`config.mk`:
```
export PLATFORM = sky130hd
export DESIGN_NAME = line_field_splitter_unit
export DESIGN_NICKNAME = d
export VERILOG_FILES = /design/src/hw/rtl/lfs_pkg.sv /design/src/hw/rtl/line_field_splitter_unit.sv /design/src/hw/rtl/lfs_front.sv /design/src/hw/rtl/lfs_queue.sv /design/src/hw/rtl/lfs_back.sv
export SDC_FILE = /design/constraint.sdc
export NUM_CORES = 1
export LEC_CHECK = 0
export CORE_ASPECT_RATIO = 1.5
export CORE_MARGIN = 5
export CORE_UTILIZATION = 65
export CTS_BUF_LIST = sky130_fd_sc_hd__clkbuf_8
export DETAILED_ROUTE_END_ITERATION = 12
export DONT_BUFFER_PORTS = 1
export PLACE_DENSITY_LB_ADDON = 0.12
export SLEW_MARGIN = 0
export SYNTH_ARGS = -nofsm -noshare
export SYNTH_HDL_FRONTEND = slang
export SYNTH_SLANG_ARGS = --single-unit
```
`constraint.sdc`:
```
create_clock -name clk_i -period 5.89 [get_ports clk_i]
set_input_delay 0.8835 -clock clk_i [delete_from_list [all_inputs] [get_ports clk_i]]
set_output_delay 0.8835 -clock clk_i [all_outputs]
set_load 0.05 [all_outputs]
```
`src/hw/rtl/lfs_pkg.sv`:
```
// ----------------------------------------------------------------------------
// lfs_pkg - shared types and constants of the line field splitter
// Configuration codes, the job descriptor passed from front to back, and the
// release notice that hands a line buffer bank back to the front.
// ----------------------------------------------------------------------------
package lfs_pkg;

  localparam logic [7:0] NEWLINE_BYTE = 8'd10;

  // Widths of job fields, sized for the largest supported line length (64)
  localparam int unsigned JOB_IDX_W = 6;
  localparam int unsigned JOB_LEN_W = 7;

  // Configuration register indexes
  localparam logic [1:0] CFG_TAKE_LAST = 2'd0;
  localparam logic [1:0] CFG_SEP_ONE   = 2'd1;
  localparam logic [1:0] CFG_SEP_TWO   = 2'd2;

  localparam logic [7:0] SEP_ONE_RESET = 8'd59;
  localparam logic [7:0] SEP_TWO_RESET = 8'd58;

  typedef struct packed {
    logic       take_last;
    logic [7:0] sep_one;
    logic [7:0] sep_two;
  } cfg_t;

  // One emitted part: buffer bank, first byte index, exclusive stop index
  typedef struct packed {
    logic                 bank;
    logic [JOB_IDX_W-1:0] first;
    logic [JOB_LEN_W-1:0] stop;
  } job_t;

  typedef struct packed {
    logic valid;
    logic bank;
  } release_t;

endpackage

```
`src/hw/rtl/line_field_splitter_unit.sv`:
```
// ----------------------------------------------------------------------------
// line_field_splitter_unit - emits one field of each separated line
// Buffers lines of a byte stream and, at each newline, emits the text before
// or after the last separator, closed by a newline, or drops the line.
//
//  channel | handshake                 | payload
//  --------+---------------------------+-------------------------------
//  input   | in_valid_i / in_ready_o   | data_byte_i
//  output  | out_valid_o / out_ready_i | out_byte_o, last_of_run_o
//  config  | cfg_we_i (no wait)        | cfg_idx_i, cfg_data_i
//
// Input bytes are taken one per cycle while the current line buffer bank is
// free. Two banks let one line fill while the previous one is emitted.
// Each emitted byte is read from the buffer, then output; the closing newline
// is output directly. Input stalls only when both banks hold lines not yet
// fully emitted. No clearing pass after reset; the block is ready at once.
// ----------------------------------------------------------------------------
module line_field_splitter_unit import lfs_pkg::*; #(
  parameter int unsigned LINE_MAX = 64
) (
  input  logic       clk_i,
  input  logic       rst_ni,
  input  logic       cfg_we_i,
  input  logic [1:0] cfg_idx_i,
  input  logic [7:0] cfg_data_i,
  input  logic       in_valid_i,
  output logic       in_ready_o,
  input  logic [7:0] data_byte_i,
  output logic       out_valid_o,
  input  logic       out_ready_i,
  output logic [7:0] out_byte_o,
  output logic       last_of_run_o
);

  localparam int unsigned IdxW = $clog2(LINE_MAX);
  localparam int unsigned LenW = $clog2(LINE_MAX + 1);

  cfg_t          cfg_q;
  logic          mem_we;
  logic [IdxW:0] mem_addr;
  logic [7:0]    mem_data;
  logic          push;
  job_t          push_job;
  logic          pop;
  logic          job_valid;
  job_t          pop_job;
  logic          q_full;
  release_t      rel;
  logic [1:0]    busy;

  // configuration registers
  always_ff @(posedge clk_i or negedge rst_ni) begin
    if (!rst_ni) begin
      cfg_q.take_last <= 1'b0;
      cfg_q.sep_one   <= SEP_ONE_RESET;
      cfg_q.sep_two   <= SEP_TWO_RESET;
    end else if (cfg_we_i) begin
      unique case (cfg_idx_i)
        CFG_TAKE_LAST: cfg_q.take_last <= cfg_data_i[0];
        CFG_SEP_ONE:   cfg_q.sep_one   <= cfg_data_i;
        CFG_SEP_TWO:   cfg_q.sep_two   <= cfg_data_i;
        default:       cfg_q           <= cfg_q;
      endcase
    end
  end

  lfs_front #(
    .LINE_MAX (LINE_MAX),
    .IDX_W    (IdxW),
    .LEN_W    (LenW)
  ) u_front (
    .clk_i       (clk_i),
    .rst_ni      (rst_ni),
    .cfg_i       (cfg_q),
    .in_valid_i  (in_valid_i),
    .in_ready_o  (in_ready_o),
    .data_byte_i (data_byte_i),
    .mem_we_o    (mem_we),
    .mem_addr_o  (mem_addr),
    .mem_data_o  (mem_data),
    .push_o      (push),
    .job_o       (push_job),
    .rel_i       (rel),
    .busy_o      (busy)
  );

  lfs_queue u_queue (
    .clk_i   (clk_i),
    .rst_ni  (rst_ni),
    .push_i  (push),
    .job_i   (push_job),
    .pop_i   (pop),
    .valid_o (job_valid),
    .job_o   (pop_job),
    .full_o  (q_full)
  );

  lfs_back #(
    .LINE_MAX (LINE_MAX),
    .IDX_W    (IdxW),
    .LEN_W    (LenW)
  ) u_back (
    .clk_i         (clk_i),
    .rst_ni        (rst_ni),
    .mem_we_i      (mem_we),
    .mem_addr_i    (mem_addr),
    .mem_data_i    (mem_data),
    .job_valid_i   (job_valid),
    .job_i         (pop_job),
    .pop_o         (pop),
    .out_valid_o   (out_valid_o),
    .out_ready_i   (out_ready_i),
    .out_byte_o    (out_byte_o),
    .last_of_run_o (last_of_run_o),
    .rel_o         (rel)
  );

  // closing transaction of a part always carries a newline
  a_last_is_newline: assert property (@(posedge clk_i) disable iff (!rst_ni)
    out_valid_o && last_of_run_o |-> out_byte_o == NEWLINE_BYTE)
    else $error("closing byte is not a newline");

  // job queue never overflows
  a_no_queue_overflow: assert property (@(posedge clk_i) disable iff (!rst_ni)
    push |-> !q_full)
    else $error("job pushed into full queue");

  // a bank is released only while it is owned
  a_release_owned: assert property (@(posedge clk_i) disable iff (!rst_ni)
    rel.valid |-> busy[rel.bank])
    else $error("release of a bank that is not busy");

  // a queued job always points at an owned bank
  a_job_bank_busy: assert property (@(posedge clk_i) disable iff (!rst_ni)
    job_valid |-> busy[pop_job.bank])
    else $error("queued job refers to a free bank");

endmodule

```
`src/hw/rtl/lfs_front.sv`:
```
// ----------------------------------------------------------------------------
// lfs_front - byte intake and line classification
// Writes each byte of a line into the free buffer bank, tracks the last
// separator and, at the newline, either drops the line or queues a job.
// ----------------------------------------------------------------------------
module lfs_front import lfs_pkg::*; #(
  parameter int unsigned LINE_MAX = 64,
  parameter int unsigned IDX_W    = $clog2(LINE_MAX),
  parameter int unsigned LEN_W    = $clog2(LINE_MAX + 1)
) (
  input  logic             clk_i,
  input  logic             rst_ni,
  input  cfg_t             cfg_i,
  input  logic             in_valid_i,
  output logic             in_ready_o,
  input  logic [7:0]       data_byte_i,
  // line buffer write port
  output logic             mem_we_o,
  output logic [IDX_W:0]   mem_addr_o,
  output logic [7:0]       mem_data_o,
  // job queue push
  output logic             push_o,
  output job_t             job_o,
  // bank release from the back end
  input  release_t         rel_i,
  output logic [1:0]       busy_o
);

  localparam logic [LEN_W-1:0] MaxLen = LEN_W'(LINE_MAX);

  logic [LEN_W-1:0] len_q, len_d;
  logic [IDX_W-1:0] sep_idx_q, sep_idx_d;
  logic             seen_q, seen_d;
  logic             ovf_q, ovf_d;
  logic             bank_q, bank_d;
  logic [1:0]       busy_q, busy_d;

  logic             accept;
  logic             is_nl;
  logic             is_sep;
  logic             drop;
  logic [LEN_W-1:0] sep_ext;

  assign in_ready_o = ~busy_q[bank_q];
  assign accept     = in_valid_i & in_ready_o;
  assign is_nl      = (data_byte_i == NEWLINE_BYTE);
  assign is_sep     = (data_byte_i == cfg_i.sep_one) | (data_byte_i == cfg_i.sep_two);
  assign sep_ext    = LEN_W'(sep_idx_q);
  assign drop       = ovf_q | ~seen_q | (sep_idx_q == '0) | ((sep_ext + 1'b1) >= len_q);

  // buffer write for a stored byte
  assign mem_we_o   = accept & ~is_nl & ~ovf_q & (len_q < MaxLen);
  assign mem_addr_o = {bank_q, len_q[IDX_W-1:0]};
  assign mem_data_o = data_byte_i;

  // job descriptor for the line that just closed
  assign push_o = accept & is_nl & ~drop;
  always_comb begin
    job_o.bank = bank_q;
    if (cfg_i.take_last) begin
      job_o.first = JOB_IDX_W'(sep_ext + 1'b1);
      job_o.stop  = JOB_LEN_W'(len_q);
    end else begin
      job_o.first = '0;
      job_o.stop  = JOB_LEN_W'(sep_idx_q);
    end
  end

  // line state update
  always_comb begin
    len_d     = len_q;
    sep_idx_d = sep_idx_q;
    seen_d    = seen_q;
    ovf_d     = ovf_q;
    bank_d    = bank_q;
    if (accept) begin
      if (is_nl) begin
        len_d     = '0;
        sep_idx_d = '0;
        seen_d    = 1'b0;
        ovf_d     = 1'b0;
        if (!drop) begin
          bank_d = ~bank_q;
        end
      end else if (!ovf_q) begin
        if (len_q >= MaxLen) begin
          ovf_d = 1'b1;
        end else begin
          if (is_sep) begin
            sep_idx_d = len_q[IDX_W-1:0];
            seen_d    = 1'b1;
          end
          len_d = len_q + 1'b1;
        end
      end
    end
  end

  // bank ownership: set when queued, cleared when the back end is done
  always_comb begin
    busy_d = busy_q;
    if (rel_i.valid) begin
      busy_d[rel_i.bank] = 1'b0;
    end
    if (push_o) begin
      busy_d[bank_q] = 1'b1;
    end
  end

  assign busy_o = busy_q;

  always_ff @(posedge clk_i or negedge rst_ni) begin
    if (!rst_ni) begin
      len_q     <= '0;
      sep_idx_q <= '0;
      seen_q    <= 1'b0;
      ovf_q     <= 1'b0;
      bank_q    <= 1'b0;
      busy_q    <= '0;
    end else begin
      len_q     <= len_d;
      sep_idx_q <= sep_idx_d;
      seen_q    <= seen_d;
      ovf_q     <= ovf_d;
      bank_q    <= bank_d;
      busy_q    <= busy_d;
    end
  end

endmodule

```
`src/hw/rtl/lfs_queue.sv`:
```
// ----------------------------------------------------------------------------
// lfs_queue - two-entry job queue between front and back
// Holds descriptors of lines waiting to be emitted.
// ----------------------------------------------------------------------------
module lfs_queue import lfs_pkg::*; (
  input  logic clk_i,
  input  logic rst_ni,
  input  logic push_i,
  input  job_t job_i,
  input  logic pop_i,
  output logic valid_o,
  output job_t job_o,
  output logic full_o
);

  job_t       slot_q [2];
  logic       wr_ptr_q, rd_ptr_q;
  logic [1:0] count_q;

  assign valid_o = (count_q != 2'd0);
  assign full_o  = (count_q == 2'd2);
  assign job_o   = slot_q[rd_ptr_q];

  // payload slots
  always_ff @(posedge clk_i) begin
    if (push_i) begin
      slot_q[wr_ptr_q] <= job_i;
    end
  end

  // pointers and fill count
  always_ff @(posedge clk_i or negedge rst_ni) begin
    if (!rst_ni) begin
      wr_ptr_q <= 1'b0;
      rd_ptr_q <= 1'b0;
      count_q  <= '0;
    end else begin
      if (push_i) begin
        wr_ptr_q <= ~wr_ptr_q;
      end
      if (pop_i) begin
        rd_ptr_q <= ~rd_ptr_q;
      end
      case ({push_i, pop_i})
        2'b10:   count_q <= count_q + 1'b1;
        2'b01:   count_q <= count_q - 1'b1;
        default: count_q <= count_q;
      endcase
    end
  end

endmodule

```
`src/hw/rtl/lfs_back.sv`:
```
// ----------------------------------------------------------------------------
// lfs_back - line buffer and part emitter
// Two-bank line buffer; reads the selected part of a queued line byte by
// byte and closes it with a newline, then releases the bank.
// ----------------------------------------------------------------------------
module lfs_back import lfs_pkg::*; #(
  parameter int unsigned LINE_MAX = 64,
  parameter int unsigned IDX_W    = $clog2(LINE_MAX),
  parameter int unsigned LEN_W    = $clog2(LINE_MAX + 1)
) (
  input  logic           clk_i,
  input  logic           rst_ni,
  // buffer write port
  input  logic           mem_we_i,
  input  logic [IDX_W:0] mem_addr_i,
  input  logic [7:0]     mem_data_i,
  // job queue
  input  logic           job_valid_i,
  input  job_t           job_i,
  output logic           pop_o,
  // result channel
  output logic           out_valid_o,
  input  logic           out_ready_i,
  output logic [7:0]     out_byte_o,
  output logic           last_of_run_o,
  output release_t       rel_o
);

  localparam int unsigned MemDepth = 2 ** (IDX_W + 1);

  typedef enum logic [3:0] {
    ST_IDLE = 4'b0001,
    ST_READ = 4'b0010,
    ST_SHOW = 4'b0100,
    ST_NL   = 4'b1000
  } state_e;

  state_e           state_q, state_d;
  logic [IDX_W-1:0] ptr_q, ptr_d;
  logic [LEN_W-1:0] stop_q, stop_d;
  logic             bank_q, bank_d;
  logic [7:0]       mem_q [MemDepth];
  logic [7:0]       rd_data_q;
  logic [LEN_W-1:0] ptr_next;

  // line buffer
  always_ff @(posedge clk_i) begin
    if (mem_we_i) begin
      mem_q[mem_addr_i] <= mem_data_i;
    end
    if (state_q == ST_READ) begin
      rd_data_q <= mem_q[{bank_q, ptr_q}];
    end
  end

  assign ptr_next = LEN_W'(ptr_q) + 1'b1;

  // emit sequencer
  always_comb begin
    state_d   = state_q;
    ptr_d     = ptr_q;
    stop_d    = stop_q;
    bank_d    = bank_q;
    pop_o     = 1'b0;
    rel_o     = '0;
    unique case (state_q)
      ST_IDLE: begin
        if (job_valid_i) begin
          pop_o   = 1'b1;
          ptr_d   = IDX_W'(job_i.first);
          stop_d  = LEN_W'(job_i.stop);
          bank_d  = job_i.bank;
          state_d = ST_READ;
        end
      end
      ST_READ: begin
        state_d = ST_SHOW;
      end
      ST_SHOW: begin
        if (out_ready_i) begin
          if (ptr_next == stop_q) begin
            state_d = ST_NL;
          end else begin
            ptr_d   = ptr_next[IDX_W-1:0];
            state_d = ST_READ;
          end
        end
      end
      ST_NL: begin
        if (out_ready_i) begin
          rel_o.valid = 1'b1;
          rel_o.bank  = bank_q;
          state_d     = ST_IDLE;
        end
      end
      default: state_d = ST_IDLE;
    endcase
  end

  assign out_valid_o   = (state_q == ST_SHOW) | (state_q == ST_NL);
  assign out_byte_o    = (state_q == ST_NL) ? NEWLINE_BYTE : rd_data_q;
  assign last_of_run_o = (state_q == ST_NL);

  always_ff @(posedge clk_i or negedge rst_ni) begin
    if (!rst_ni) begin
      state_q <= ST_IDLE;
    end else begin
      state_q <= state_d;
    end
  end

  always_ff @(posedge clk_i) begin
    ptr_q  <= ptr_d;
    stop_q <= stop_d;
    bank_q <= bank_d;
  end

endmodule

```
==> out/metrics.cfg <==
[floorplanning]
fp.dieH_um = 331
fp.dieW_um = 224
start_util_pct = 65.6
die_area_um2 = 74000
fp-row-count = 117
core-area_um2 = 67900
ios = 34

[setup_path]
startpoint_type = register
crit_type = reg2reg
cp.required_ns = 6.33
critPathArrivalTime_ns = 4.76
endpoint_kind = register
path_max_fanout = 16

[clock_tree]
cts_buffers = 155
cts_max_path_buffers = 3
clock_latency_ns = 0.82
cts.reportedPaths.clkPinSlew_ns = 0.06
cts_sinks = 1117
htree_levels = 4
root_buffer = clkbuf_8
cts_tree = done

[grt]
grt_pass1_vias = 24500
grt_pass1_wl_mm = 155
track_usage_pct = 28.7
grt_max_degree = 134
antenna_found_initial = 5
overflow = 0

[pwr]
swShare_pct = 19.8
p_leak_nw = 18.8
p_int_w = 0.0116
p_sw_w = 0.00286
peakVddDrop_mv = 0.219
pwr-share-seq_pct = 60.5
power.density_nw_per_um2 = 300
power.total_w = 0.0145
combPwrFrac_pct = 0.5
pwr-share-clk_pct = 39.0

[detailed_routing]
vias = 23700
drtAntennaViolNets = 0
drc = 0
wl_per_cell_um = 29.0
avgViaCountPerCell = 6.45
wl_mm = 107
drtPass1Iterations = 10
initialDrtViolationCount = 2717

[yosys]
synth_ff_type = edfxtp_1
yosysWarnings = 0
synth_nets = 2653
syn_avg_cell_area_um2 = 17.0
syn_area_um2 = 44600
synth_seq_cells = 1117
ys_seq_area_share_pct = 74.8
synthArstFlopShare_pct = 3.85
synthDistinctLibCells = 56
synth_cells = 2618
synth_edf_count = 1074

[sta]
tns_ns = 0
worstMarginPinSlew_ns = 1.34
rsz0062_at_grt = false
relSlewSlack_pct = 10.3
max_freq_mhz = 232
hold_viol = 0
clock_skew_ns = 0.0292
setup_viol_count_final = 0
period_share_pct = 73.3
drv_slew = 0
fin_crit_ns = 4.31
layout_setup_ws_ns = 1.58

[final_layout]
fillers = 4324
final_area_um2 = 48200
regArea_um2 = 33300
layout-drive-gt1-share_pct = 10.3
multi_input_area_um2 = 10400
nNetsFinal = 2695
area_delta_synth_final_pct = 8.05
final_cells = 3677

[placed_design]
place_area_um2 = 45200
io_buffers = 0
place.gp.congestion = 0.872
dp_cells = 3393
place_ws_ns = 1.61
dp_hpwl_mm = 63.1

[flow_run]
drv_cap = 0

[hold_path]
holdCritPathClass = in2reg

[outcome]
status = finished, final reports clean

==> metal layers <==
layer	track usage (%)	vias to the layer above	wire length (um)
li1	-	10400	-
met4	12.7	0	5120
met1	36.2	11900	38900
met3	5.99	295	8300
met2	48.8	1131	54200
met5	0	-	0
==> power by group through the flow <==
stage	clock (W)	combinational [W]	sequential (W)
final	0.00564	0.0000770	0.00875
after global routing	0.00608	0.0000851	0.00875
after floorplan	0	0.0000639	0.00891
after detailed placement	0	0.0000683	0.00892
after CTS	0.00572	0.0000777	0.00875
after global placement	0	0.0000666	0.00892
==> worst max-delay path: stages, from the launching register on <==
cell and delay [ns]:
dfrtp_1 0.60, mux2i_2 0.88, o2111ai_1 0.33, nor2_1 0.39, nand3_2 0.84, nor2_1 0.90
==> per-stage QoR <==
| stage | hold WS (ns) | utilization [%] |
|---|---|---|
| 2_1_floorplan | 0.437 | - |
| 3_3_place_gp | 0.476 | 66.6 |
| 3_5_place_dp | 0.503 | 66.6 |
| 4_1_cts | 0.108 | 70.9 |
| 5_1_grt | 0.0957 | 70.9 |
| 6_report | 0.173 | 70.9 |
==> cells in the mapped netlist (6+ instances only) <==
cell type	count	share of area [%]
edfxtp_1	1074	72
mux2i_1	516	12
a22oi_1	224	3.8
nor2_1	155	1.3
nand2_1	95	0.80
buf_2	91	1.0
nand3_1	49	0.55
a21oi_1	41	0.46
nand4_1	40	0.56
nor3_1	37	0.42
dfrtp_1	33	1.9
mux2_2	29	0.73
xnor2_1	27	0.53
clkbuf_1	21	0.18
buf_4	20	0.34
ha_1	12	0.34
nor2b_1	12	0.17
xor2_1	12	0.24
inv_1	11	0.093
buf_6	10	0.25
dfstp_2	10	0.59
o21ai_0	10	0.11
or4_1	9	0.15
and2_1	7	0.098
a22o_1	6	0.12
nand2b_1	6	0.084
==> flip-flops by register name, summed over array words and instances, names as in the netlist, 4 cells and up <==
| name | flops |
|---|---|
| u_back.state_q | 4 |
| u_front.len_q | 7 |
| u_back.ptr_q | 6 |
| u_back.mem_q | 1024 |
| u_back.rd_data_q | 8 |
| u_queue.slot_q | 28 |
| u_back.stop_q | 7 |
| u_front.sep_idx_q | 6 |
| cfg_q | 17 |
==> area by class of cell <==
type	count	area share (%)
Tap cell	892	2.32
Clock buffer	159	4.54
Sequential cell	1117	69.2
Clock inverter	120	1.50
Multi-Input combinational cell	1343	21.7
Antenna cell	3	0.0156
Inverter	11	0.0857
Timing Repair Buffer	32	0.649
==> logic make-up (layout without fill, tap and decap cells) <==
kind of cell             Yosys count  count (layout)  share of synthesized area (%)
other                              0               3                              0
XOR/XNOR                          40              40                          0.817
AND/OR/NAND/NOR                  446             446                           5.02
adder cells (fa/ha/maj)           12              12                          0.337
multiplexers                     545             545                           12.3
buffers and inverters            158             322                           1.93
flip-flops                      1117            1117                           74.8
AO/OA/AOI/OAI                    300             300                           4.80
==> worst paths after layout <==
path	slack (ns)	cells after the start	from	end
hold / removal	0.17	0	data_byte_i[7]	u_back.mem_q[126][7]
max in group asynchronous	5.02	2	rst_ni	u_back.state_q[0]
setup / recovery	1.58	5	u_front.bank_q	u_back.mem_q[83][4]
min in group asynchronous	0.58	2	rst_ni	cfg_q[7]
hold reg to reg	0.52	1	u_queue.count_q[1]	u_queue.count_q[1]
setup reg to reg	1.58	5	u_front.bank_q	u_back.mem_q[83][4]
==> cell usage in the layout, fill, tap and decap left out, types with 9 or more instances in the layout <==
cell	netlist	layout
dfrtp_1	33	33
clkbuf_8	0	159
clkinv_1	0	34
xor2_1	12	12
buf_4	20	26
mux2i_1	516	515
nand4_1	40	40
nor3_1	37	36
nor2_1	155	155
edfxtp_1	1074	1074
or4_1	9	9
o21ai_0	10	10
clkinv_2	0	11
mux2_2	29	29
a22oi_1	224	224
xnor2_1	27	27
dfstp_2	10	10
nand2_1	95	93
inv_1	11	64
a21oi_1	41	41
nand3_1	49	47
nor2b_1	12	12
ha_1	12	12
==> timing repair <==
| item | CTS | global route |
|---|---|---|
| hold buffers | 2 | 0 |
| endpoints found under the hold margin | 43 | 0 |
| buffers inserted | 0 | 0 |
| gates resized for setup | 0 | 0 |
Power figures use the tool's default switching activity.
